File: src/rtl/rtcal_pkg.sv
// Package for the real-time clock and calendar with alarm.
// Holds beat types, command and register codes and the month-length table.
// No dependencies.
package rtcal_pkg;

    // Input commands.
    localparam logic CMD_TICK = 1'b0;
    localparam logic CMD_LOAD = 1'b1;

    // Configuration register indexes.
    localparam int unsigned CFG_IDX_W = 2;
    localparam int unsigned CFG_DATA_W = 6;
    localparam logic [CFG_IDX_W-1:0] CFG_ALARM_ENABLE = 2'd0;
    localparam logic [CFG_IDX_W-1:0] CFG_ALARM_HOUR   = 2'd1;
    localparam logic [CFG_IDX_W-1:0] CFG_ALARM_MINUTE = 2'd2;

    // Roll-over limits.
    localparam logic [6:0] SEC_LIMIT   = 7'd60;
    localparam logic [6:0] MIN_LIMIT   = 7'd60;
    localparam logic [5:0] HOUR_LIMIT  = 6'd24;
    localparam logic [4:0] MONTH_LAST  = 5'd12;
    localparam logic [3:0] MONTH_FEB   = 4'd2;
    localparam logic [4:0] FEB_LEAP    = 5'd29;

    // Reciprocal of 100 for a 16-bit year: floor(y / 100) = (y * RECIP_100) >> RECIP_SHIFT.
    localparam logic [16:0] RECIP_100   = 17'd83887;
    localparam int unsigned RECIP_SHIFT = 23;

    // Reset values of the kept time.
    localparam logic [15:0] RESET_YEAR  = 16'd2000;
    localparam logic [3:0]  RESET_MONTH = 4'd1;
    localparam logic [4:0]  RESET_DAY   = 5'd1;

    typedef struct packed {
        logic        cmd;
        logic [15:0] load_year;
        logic [3:0]  load_month;
        logic [4:0]  load_day;
        logic [4:0]  load_hour;
        logic [5:0]  load_minute;
        logic [5:0]  load_second;
    } t_in_beat;

    typedef struct packed {
        logic [15:0] out_year;
        logic [3:0]  out_month;
        logic [4:0]  out_day;
        logic [4:0]  out_hour;
        logic [5:0]  out_minute;
        logic [5:0]  out_second;
        logic        alarm_hit;
    } t_out_beat;

    typedef struct packed {
        logic [15:0] year;
        logic [3:0]  month;
        logic [4:0]  day;
        logic [4:0]  hour;
        logic [5:0]  minute;
        logic [5:0]  second;
    } t_time;

    // Days in a month for a common year; codes outside 1..12 give 31.
    function automatic logic [4:0] month_len(input logic [3:0] month);
        logic [4:0] days;
        unique case (month)
            4'd2:                      days = 5'd28;
            4'd4, 4'd6, 4'd9, 4'd11:   days = 5'd30;
            default:                   days = 5'd31;
        endcase
        return days;
    endfunction

endpackage

File: src/rtl/rtc_calendar_with_alarm_top.sv
// Real-time clock and calendar with a daily alarm: top level.
// The result beat of an accepted input beat is registered and appears in the next cycle.
// Throughput: one beat per cycle unless the result side stalls; the kept-time
// registers feed the next-time logic, slowest on the year multiply of the leap test.
// Reset (synchronous, active low) sets 2000-01-01 00:00:00, clears the alarm
// registers and empties the result register. Depends on rtcal_pkg, rtcal_advance.
module rtc_calendar_with_alarm_top (
    input  logic                                i_clk,
    input  logic                                i_rst_n,
    // Configuration write port.
    input  logic                                i_cfg_we,
    input  logic [rtcal_pkg::CFG_IDX_W-1:0]     i_cfg_index,
    input  logic [rtcal_pkg::CFG_DATA_W-1:0]    i_cfg_data,
    // Input channel.
    input  logic                                i_in_valid,
    output logic                                o_in_stall,
    input  rtcal_pkg::t_in_beat                 i_in_beat,
    // Result channel.
    output logic                                o_out_valid,
    input  logic                                i_out_stall,
    output rtcal_pkg::t_out_beat                o_out_beat
);

    // Kept time. These registers are the calendar state and change only
    // when an input beat is accepted.
    rtcal_pkg::t_time r_time;
    rtcal_pkg::t_time n_time;

    // Alarm configuration.
    logic       r_alarm_enable;
    logic [4:0] r_alarm_hour;
    logic [5:0] r_alarm_minute;

    // Result register. It holds one finished beat; a new input beat is taken
    // whenever this register is empty or is being drained in the same cycle.
    logic                 r_out_valid;
    rtcal_pkg::t_out_beat r_out_beat;
    rtcal_pkg::t_out_beat n_out_beat;

    logic in_accept;

    assign o_in_stall = r_out_valid && i_out_stall;
    assign in_accept  = i_in_valid && !o_in_stall;

    rtcal_advance u_advance (
        .i_beat (i_in_beat),
        .i_time (r_time),
        .o_time (n_time)
    );

    // The result carries the time after this beat, and the alarm compares
    // against that same time, for loads as well as for ticks.
    always_comb begin
        n_out_beat.out_year   = n_time.year;
        n_out_beat.out_month  = n_time.month;
        n_out_beat.out_day    = n_time.day;
        n_out_beat.out_hour   = n_time.hour;
        n_out_beat.out_minute = n_time.minute;
        n_out_beat.out_second = n_time.second;
        n_out_beat.alarm_hit  = r_alarm_enable
                              && (n_time.hour == r_alarm_hour)
                              && (n_time.minute == r_alarm_minute)
                              && (n_time.second == 6'd0);
    end

    // Calendar state.
    always_ff @(posedge i_clk) begin
        if (!i_rst_n) begin
            r_time.year   <= rtcal_pkg::RESET_YEAR;
            r_time.month  <= rtcal_pkg::RESET_MONTH;
            r_time.day    <= rtcal_pkg::RESET_DAY;
            r_time.hour   <= 5'd0;
            r_time.minute <= 6'd0;
            r_time.second <= 6'd0;
        end else if (in_accept) begin
            r_time <= n_time;
        end
    end

    // Configuration writes; an index beyond the register list is ignored.
    always_ff @(posedge i_clk) begin
        if (!i_rst_n) begin
            r_alarm_enable <= 1'b0;
            r_alarm_hour   <= 5'd0;
            r_alarm_minute <= 6'd0;
        end else if (i_cfg_we) begin
            unique case (i_cfg_index)
                rtcal_pkg::CFG_ALARM_ENABLE: r_alarm_enable <= i_cfg_data[0];
                rtcal_pkg::CFG_ALARM_HOUR:   r_alarm_hour   <= i_cfg_data[4:0];
                rtcal_pkg::CFG_ALARM_MINUTE: r_alarm_minute <= i_cfg_data;
                default: ;
            endcase
        end
    end

    // Result valid: set by an accepted beat, cleared once the beat is taken.
    always_ff @(posedge i_clk) begin
        if (!i_rst_n) begin
            r_out_valid <= 1'b0;
        end else if (in_accept) begin
            r_out_valid <= 1'b1;
        end else if (!i_out_stall) begin
            r_out_valid <= 1'b0;
        end
    end

    // Result payload needs no reset; it only loads with an accepted beat.
    always_ff @(posedge i_clk) begin
        if (in_accept) begin
            r_out_beat <= n_out_beat;
        end
    end

    assign o_out_valid = r_out_valid;
    assign o_out_beat  = r_out_beat;

endmodule

File: src/rtl/rtcal_advance.sv
// Next-time logic of the calendar: a one-second tick with full roll-over,
// or a load of the given fields. Depends on rtcal_pkg.
module rtcal_advance (
    input  rtcal_pkg::t_in_beat i_beat,
    input  rtcal_pkg::t_time    i_time,
    output rtcal_pkg::t_time    o_time
);

    logic [32:0] year_prod;
    logic [9:0]  year_q100;
    logic [16:0] year_back;
    logic        div100;
    logic        div400;
    logic        leap;
    logic [4:0]  mon_days;
    logic [6:0]  sec_inc;
    logic [6:0]  min_inc;
    logic [5:0]  hour_inc;
    logic [5:0]  day_inc;
    logic [4:0]  month_inc;
    rtcal_pkg::t_time tick_time;

    // Leap year test. The quotient by 100 comes from a reciprocal multiply,
    // checked by multiplying back with shifts and adds.
    assign year_prod = {1'b0, i_time.year} * {16'd0, rtcal_pkg::RECIP_100};
    assign year_q100 = year_prod[32:rtcal_pkg::RECIP_SHIFT];
    assign year_back = {1'b0, year_q100, 6'd0} + {2'b0, year_q100, 5'd0}
                     + {5'd0, year_q100, 2'd0};
    assign div100    = (year_back == {1'b0, i_time.year});
    assign div400    = div100 && (year_q100[1:0] == 2'd0);
    assign leap      = div400 || (!div100 && (i_time.year[1:0] == 2'd0));

    always_comb begin
        if (i_time.month == rtcal_pkg::MONTH_FEB && leap) begin
            mon_days = rtcal_pkg::FEB_LEAP;
        end else begin
            mon_days = rtcal_pkg::month_len(i_time.month);
        end
    end

    assign sec_inc   = {1'b0, i_time.second} + 7'd1;
    assign min_inc   = {1'b0, i_time.minute} + 7'd1;
    assign hour_inc  = {1'b0, i_time.hour} + 6'd1;
    assign day_inc   = {1'b0, i_time.day} + 6'd1;
    assign month_inc = {1'b0, i_time.month} + 5'd1;

    always_comb begin
        tick_time = i_time;
        if (sec_inc < rtcal_pkg::SEC_LIMIT) begin
            tick_time.second = sec_inc[5:0];
        end else begin
            tick_time.second = 6'd0;
            if (min_inc < rtcal_pkg::MIN_LIMIT) begin
                tick_time.minute = min_inc[5:0];
            end else begin
                tick_time.minute = 6'd0;
                if (hour_inc < rtcal_pkg::HOUR_LIMIT) begin
                    tick_time.hour = hour_inc[4:0];
                end else begin
                    tick_time.hour = 5'd0;
                    if (day_inc <= {1'b0, mon_days}) begin
                        tick_time.day = day_inc[4:0];
                    end else begin
                        tick_time.day = 5'd1;
                        if (month_inc <= rtcal_pkg::MONTH_LAST) begin
                            tick_time.month = month_inc[3:0];
                        end else begin
                            tick_time.month = 4'd1;
                            tick_time.year  = i_time.year + 16'd1;
                        end
                    end
                end
            end
        end
    end

    always_comb begin
        if (i_beat.cmd == rtcal_pkg::CMD_LOAD) begin
            o_time.year   = i_beat.load_year;
            o_time.month  = i_beat.load_month;
            o_time.day    = i_beat.load_day;
            o_time.hour   = i_beat.load_hour;
            o_time.minute = i_beat.load_minute;
            o_time.second = i_beat.load_second;
        end else begin
            o_time = tick_time;
        end
    end

endmodule

File: config.mk
export PLATFORM = sky130hd
export DESIGN_NAME = rtc_calendar_with_alarm_top
export DESIGN_NICKNAME = d
export VERILOG_FILES = /design/src/rtl/rtcal_pkg.sv /design/src/rtl/rtc_calendar_with_alarm_top.sv /design/src/rtl/rtcal_advance.sv
export SDC_FILE = /design/constraint.sdc
export NUM_CORES = 1
export LEC_CHECK = 0
export BUFFER_PORTS_ARGS = -buffer_cell sky130_fd_sc_hd__buf_2
export CORE_ASPECT_RATIO = 1.1
export CORE_UTILIZATION = 35
export CTS_CLUSTER_SIZE = 40
export DETAILED_ROUTE_END_ITERATION = 6
export SLEW_MARGIN = 20
export SYNTH_ARGS = -nofsm -noshare
export SYNTH_HDL_FRONTEND = slang
export SYNTH_HIERARCHICAL = 1
export SYNTH_SLANG_ARGS = --single-unit
File: constraint.sdc
create_clock -name i_clk -period 13.1 [get_ports i_clk]
set_input_delay 1.31 -clock i_clk [delete_from_list [all_inputs] [get_ports i_clk]]
set_output_delay 1.31 -clock i_clk [all_outputs]
set_load 0.1 [all_outputs]
# [Yosys cells after proc, flatten, opt, wreduce, memory -nomap -nowiden]
# Cells that the tools add are included.
[totals] wordCells=76 latchBits=0 in_bits=56 ff_bits=98 ram_bits=0 n_memories=0 rom_bits=0
[op_classes] order_cmp=5 mul=1 eq_ne=11 n_div=0 shift=0 n_addsub=8 muxes=15 bitwise_logic=0 n_reduce_logical=19
[op_table] operator="two-way mux 42 bit" n=1
[op_table] operator="two-way mux 36 bit" n=1
[op_table] operator="multiplier 16 x 17 -> 33 bit (second input constant)" n=1
[op_table] operator="two-way mux 30 bit" n=1
[op_table] operator="two-way mux 25 bit" n=1
[op_table] operator="two-way mux 20 bit" n=1
[op_table] operator="adder 16 x 15 -> 17 bit" n=1
[op_table] operator="adder 17 x 12 -> 17 bit" n=1
[op_table] operator="== test 17 x 16 -> 1 bit" n=1
[op_table] operator="adder 16 x 1 -> 16 bit (second input constant)" n=1
[op_table] operator="two-way mux 16 bit" n=1
[op_table] operator="adder 6 x 1 -> 7 bit (second input constant)" n=2
[op_table] operator="< comparator 7 x 6 -> 1 bit (second input constant)" n=2
[op_table] operator="adder 5 x 1 -> 6 bit (second input constant)" n=2
[op_table] operator="two-way mux 6 bit" n=2
[op_table] operator="two-way mux 5 bit" n=2
[op_table] operator="== test 4 x 3 -> 1 bit (second input constant)" n=2
[op_table] operator="== test 4 bit (second input constant)" n=2
[op_table] operator="logical AND 1 bit" n=8
[op_table] operator="== test 6 bit" n=1
[op_table] operator="<= comparator 6 x 5 -> 1 bit" n=1
[op_table] operator="logical NOT 2 bit" n=3
[op_table] operator="logical NOT 6 bit" n=1
[op_table] operator="< comparator 6 x 5 -> 1 bit (second input constant)" n=1
[op_table] operator="other kinds (15)" n=19

# [Depth between registers and ports, before layout]
# Gate-level depths: netlist (run 1).
[logic_depth] depth_word=19 ltp_mapped=44 depth_no_buf=43

# [Modules after synthesis]
# Netlist (run 1), hierarchy kept.
[modules_own_cells] mod="rtcal_advance" seq_area_each_um2=0.0 cells_per_inst=903 area_each_um2=7399.6 instances=1
[modules_own_cells] mod="rtc_calendar_with_alarm_top" seq_area_each_um2=2392.3 cells_per_inst=288 area_each_um2=3500.9 instances=1

# [Least setup slack after synthesis (run 1)]
# Ideal clock, no wire load.
[synth_path] kind="flip-flop to flip-flop" from="register r_time[30] (netlist name)" to="register r_out_beat (netlist bit o_out_beat[42]), data pin" t_arrival_ps=10191 path_slack_ps=2643 stages_incl_launch_ff=39 cell_sequence="dfxtp_1 inv_1 fa_1 inv_1 fa_1 fa_1 fa_1 fa_1 inv_1 fa_1 inv_1 ha_1 or3_1 a21oi_1 nand3b_1 o2bb2ai_1 or3_1 xor2_1 [3 not listed] fa_1 xnor2_1 nand3_1 nor4b_1 o31ai_1 nor4_1 o2111ai_1 a2111o_1 o31a_1 ha_1 a221oi_1 maj3_1 nand2_1 or3_1 buf_6 nor4_4 nor3_1 a221o_1"
[synth_rtl] item="start: declaration" line="rtc_calendar_with_alarm_top.sv:26" source="rtcal_pkg::t_time r_time;"
[synth_rtl] item="start signal: assignment" line="rtc_calendar_with_alarm_top.sv:76" source="r_time <= n_time;"
[synth_rtl] item="end signal: assignment" line="rtc_calendar_with_alarm_top.sv:110" source="r_out_beat <= n_out_beat;"
[synth_rtl] item="end: declaration" line="rtc_calendar_with_alarm_top.sv:37" source="rtcal_pkg::t_out_beat r_out_beat;"

==> results of run 1 <==
## state kept, by name, summed over array words and instances, names as in the netlist
signal,flops
r_alarm_minute,6
o_out_beat,43
r_time,42
r_alarm_enable,1
r_alarm_hour,5
o_out_valid,1
## stage by stage
step | utilization [%] | hold slack (ps)
floorplan | - | 462
global placement | 38.7 | 474
finish | 39.6 | 490
detailed placement | 38.7 | 481
CTS | 39.6 | 490
global route | 39.6 | 522
## cell usage in the layout (no fill, tap or decap), types with 5 or more instances in the layout
master,count
a21boi_1,31
edfxtp_1,43
buf_4,6
nor3b_1,6
inv_1,202
a22oi_1,5
a21boi_0,5
mux2i_1,14
dfxtp_1,55
o21ai_0,50
nand3_1,33
o31ai_1,8
buf_2,100
o211ai_1,5
nor2b_1,17
a21o_1,12
clkbuf_16,9
nor3_1,15
a211oi_1,7
ha_1,161
a221o_1,5
nor2_1,36
and3_1,8
a21oi_1,49
nand4_1,13
fa_1,102
xor2_1,15
xnor2_1,43
nand2_1,163
## worst max path at each step
stage                          end  slack [ps]  depth (start not counted)
floorplan           o_out_beat[42]        2640                         38
global placement        r_time[38]        1120                         40
detailed placement      r_time[38]        1050                         40
CTS                     r_time[38]         960                         40
global route            r_time[38]         190                         41
finish                  r_time[38]         950                         40
## power by group
part           leakage, uW  total [uW]  switching, uW  internal [uW]
Sequential        0.000876         362           21.7            340
Combinational      0.00474        2740           1580           1160
Clock             0.000136         256            117            140
Total              0.00575        3360           1720           1640
## layout make-up
type	instances	area (sq um)
multi-input cells	861	7570
fillers	3191	18400
repair buffers	106	546
flip-flops and latches	98	2390
clock buffers	13	260
inverters	203	767
clock inverters	3	21.3
well taps	414	518
## worst max-delay path: cells and delay by family, from the launching register on
family / cells / cell delay (ps)
adder cells (fa/ha/maj): 11 / 4770
AO/OA/AOI/OAI: 13 / 3410
AND/OR/NAND/NOR: 7 / 1800
buffers and inverters: 6 / 720
flip-flops: 1 / 610
XOR/XNOR: 2 / 380
multiplexers: 1 / 360
## layer usage
| layer | track usage, % | wire length, microns | vias to the layer above |
|---|---|---|---|
| met3 | 1.95 | 1050 | 37 |
| met5 | 0 | 0 | - |
| met1 | 23.5 | 12300 | 4058 |
| met4 | 4.78 | 648 | 0 |
| met2 | 32.0 | 13700 | 189 |
| li1 | - | - | 4159 |
## cell families (layout without fill, tap and decap cells)
logic type	Yosys count	in the layout	share of synthesized area [%]
AND/OR/NAND/NOR	321	321	14.1
buffers and inverters	232	325	8.60
multiplexers	15	15	1.39
flip-flops	98	98	21.9
XOR/XNOR	58	58	4.66
adder cells (fa/ha/maj)	264	264	37.3
AO/OA/AOI/OAI	203	203	12.0
==> impl_metrics.ini, run 1 <==
[yosys]
synth_top_area_cell = fa_1
yosys-top-cells-area = fa_1, ha_1, edfxtp_1, dfxtp_1, inv_1
ys_warn_count = 6
ys_types = 64
yosysSeqAreaShare_pct = 21.9
synth_area_sq_um = 10900
post-synth-top-count-cell = inv_1
synth_async_sr_flop_share_pct = 0
synth_top_area_share_pct = 18.7
synth_seq_cells = 98
avgSynthCellArea_sq_um = 9.15
syn_nets = 1510
synth_edf_count = 43
syn_inst = 1191
netlist_top_cells_count = inv_1, nand2_1, ha_1, fa_1, dfxtp_1
synth_ff_type = dfxtp_1

[grt]
grtUsageTotal_pct = 18.2
grt-ovfl-total = 0
grt_antenna_before_repair = 0
grt_pass1_wl_microns = 45600
grt_max_degree = 90
first_global_vias = 8707

[floorplanning]
die_w_microns = 170
die_h_microns = 187
ios = 101
fp-row-count = 67
die-area_sq_um = 31900
start_util_pct = 35.7
core_area_sq_um = 30500

[sta]
tightest_slew_ps = 1010
worst_slack_ps = 946
slew_headroom_pct = 32.8
finalClockSkew_ps = 8.14
tns_ps = 0
rsz0062_at_grt = no
period_needed_ps = 12150
slew_violations = 0
period_share_pct = 92.8
hold_viol = 0
setup_viol = 0
max_freq_mhz = 82.3

[critical_path]
cpMostUsedCell = fa_1
worstReg2RegStart = r_time[30]
path_class = flop to flop
cp-start-kind = flop
path_max_fanout = 9
reg2reg_slack_ps = 950
end_kind = flop
cp-startpoint = r_time[30]
max_stage_delay_ps = 610
reg2reg_to = r_time[38]
r2r_cells = 40
crit_required_ps = 13380
arrival_ps = 12430
cpMaxStageDelayCell = dfxtp_1

[clock_tree]
cts.htree.levels = 3
clkLatencyLatePin_ps = 350
cts_inserted_buffers = 9
cts.sinks = 98
cts_resized = 0
cts_tree = yes
ctsHoldBuffers = 0
max-clock-path-buffers = 2
cts_root_buf = clkbuf_16
cts_setup_buffers = 0
clk_pin_slew_ps = 70

[routing]
drt-total-wl_microns = 27700
avgRoutedWirePerCell_microns = 16.3
drtPass1Iterations = 5
drtAntennaViolNets = 0
drc = 0
drt_iter0_markers = 527
vias = 8443
via_per_inst = 4.97

[placement]
gp_congestion = 0.911
dp_slack_ps = 1050
dpl-instance-area_sq_um = 11800
dp.cells = 1682
portBuffers = 100
hpwl_microns = 22600

[power]
peakVddDrop_mv = 0.287
power.density_nw_per_um2 = 278
p_total_uw = 3360
leakagePower_uw = 0.00575

[final_layout]
syn_to_final_growth_pct = 10.8
final_area_sq_um = 12100
final_cells = 1698
drive_above_1_share_pct = 10.4
diodes = 0
layout.nets = 1598

[min_path]
hold_end = r_time[5]
min_path_type = flop to flop
hold_depth = 2
min_from = r_time[5]

[outcome]
status = complete, no violations

[run]
drv_cap = 0
No activity file was read; power rests on OpenSTA's default activity.
==> inputs of run 2 (changes only) <==
- CAP_MARGIN: not set -> 25
- SYNTH_HIERARCHICAL: 1 -> not set
==> run 2 against run 1 <==
Compared with the run above: critical path depth is 1 lower; first-iteration DRC count is 34% higher; hold slack better by 2.1 ps; flip-flop and latch count stayed put; largest cell class unchanged.
==> impl_metrics.ini, run 2 <==
[critical_path]
cp.depth = 39
r2r_cells = 39
max_stage_delay_ps = 750
cp-start-kind = flop
path_class = flop to flop
arrival_ps = 12190
cpMaxStageDelayCell = dfxtp_1
cpMostUsedCell = fa_1
path_max_fanout = 13
end_kind = flop
path_buf_inv = 4
cpLargestDelayFamily = adder cells
crit_required_ps = 13390

[grt]
grt_max_degree = 79
grtUsageTotal_pct = 19.0
grt-ovfl-total = 0
grt_pass1_wl_microns = 49500
first_global_vias = 9230
grt_antenna_before_repair = 0

[power]
p_total_uw = 3440
leakagePower_uw = 0.00593
peakVddDrop_mv = 0.418
power.density_nw_per_um2 = 273

[placement]
hpwl_microns = 25100
gp_congestion = 0.900
portBuffers = 100

[yosys]
synth_async_sr_flop_share_pct = 0
avgSynthCellArea_sq_um = 9.06
yosysSeqAreaShare_pct = 20.9
synth_area_sq_um = 11500
yosys-top-cells-area = fa_1, ha_1, edfxtp_1, dfxtp_1, inv_1
synth_edf_count = 43
post-synth-top-count-cell = inv_1
netlist_top_cells_count = inv_1, ha_1, fa_1, nand2_1, nor2_1
syn_nets = 1585
synth_top_area_share_pct = 17.8
ys_types = 85
synth_ff_type = dfxtp_1
synth_top_area_cell = fa_1
ys_warn_count = 0
synth_seq_cells = 98
syn_inst = 1266

[final_layout]
layout.nets = 1650
fillers = 3257
final_cell_mix = inv_1, ha_1, fa_1, buf_2, nand2_1
multi_input_area_sq_um = 8040
syn_to_final_growth_pct = 9.94
final_common_cell = inv_1
drive_above_1_share_pct = 11.0
largest_reg_flops = 43
regArea_sq_um = 2390

[sta]
rsz0062_at_grt = no
tns_ps = 0
max_freq_mhz = 84.1
tightest_slew_ps = 967
period_share_pct = 90.8
period_needed_ps = 11890
hold_viol = 0
finalClockSkew_ps = 15.3
setup_viol = 0
slew_headroom_pct = 35.4
slew_violations = 0

[clock_tree]
cts_root_buf = clkbuf_16
cts_tree = yes
max-clock-path-buffers = 2
cts_resized = 0
cts_inserted_buffers = 9
clk_pin_slew_ps = 80
ctsHoldBuffers = 0
cts_setup_buffers = 0
clkLatencyLatePin_ps = 360
cts.htree.levels = 3
cts.sinks = 98

[routing]
drt-total-wl_microns = 30800
via_per_inst = 5.22
highest_layer = met4
wl_met2_microns = 15800
avgRoutedWirePerCell_microns = 17.5
drtPass1Iterations = 6
drt_iter0_markers = 705
vias = 9198
wl_met1_microns = 13400
route.met3.wl_microns = 1150
drtAntennaViolNets = 0
drc = 0

[outcome]
status = complete, no violations

[min_path]
hold_depth = 2
min_path_type = flop to flop

[floorplanning]
ios = 101
die_h_microns = 192
die_w_microns = 175
die-area_sq_um = 33500
core_area_sq_um = 32300
start_util_pct = 35.5
fp-row-count = 69

[run]
drv_cap = 0
## run 2: cell types whose count changed after synthesis, moves of 12 or more
cell	before	now
a21boi_1	31	2
clkbuf_1	17	33
nor2_1	36	80
a21oi_1	49	78
inv_1	202	214
nand2_1	163	93
## run 2: final timing paths
check	from	to	slack (ps)
worst max-delay path	r_time[40]	r_time[41]	1210
worst min register to register	r_time[5]	r_time[5]	490
worst max register to register	r_time[40]	r_time[41]	1210
worst min-delay path	r_time[5]	r_time[5]	490
## run 2: cell type report
class                   instances  share of cell area [%]
diodes                          1                  0.0198
clock buffers                  10                    1.90
clock inverters                 6                   0.456
inverters                     215                    6.41
multi-input cells             902                    63.8
flip-flops and latches         98                    19.0
well taps                     426                    4.23
repair buffers                105                    4.27
## run 2: stage by stage
| stage | hold slack (ps) | std cells | setup slack [ps] | cell area [sq um] | util, % |
|---|---|---|---|---|---|
| after floorplan | 459 | 1266 | 2760 | 11500 | - |
| after global placement | 477 | 1746 | 1560 | 12300 | 38.1 |
| after detailed placement | 483 | 1746 | 1310 | 12300 | 38.1 |
| after CTS | 495 | 1762 | 1260 | 12600 | 39.0 |
| after global routing | 549 | 1762 | 457 | 12600 | 39.0 |
| final | 492 | 1763 | 1210 | 12600 | 39.1 |
## run 2: per-layer routing
metal / vias to the layer above / GRT usage [%]
li1: 4437 / -
met3: 29 / 1.52
met2: 216 / 34.5
met4: 0 / 4.78
met5: - / 0
met1: 4516 / 24.1
## run 2: report_power, final
group / internal, uW / total, uW / switching [uW]
Sequential: 340 / 364 / 24.3
Combinational: 1180 / 2810 / 1630
Clock: 139 / 269 / 130
## run 2: logic make-up (layout without fill, tap and decap cells)
| family | Yosys count | count (layout) | synth area share, % |
|---|---|---|---|
| muxes | 21 | 21 | 1.87 |
| xor gates and xnor gates | 59 | 59 | 4.51 |
| AOI/OAI and AO/OA | 261 | 261 | 15.2 |
| buffers and inverters | 266 | 336 | 9.08 |
| adders and majority gates | 263 | 263 | 35.4 |
| and+or+nand+nor | 298 | 298 | 13.2 |
| DFF | 98 | 98 | 20.9 |
| other | 0 | 1 | 0 |
## run 2: worst min-delay path, stage by stage (launching register included)
cell and delay [ps]:
dfxtp_1 340, nand2_1 60, a21oi_1 50
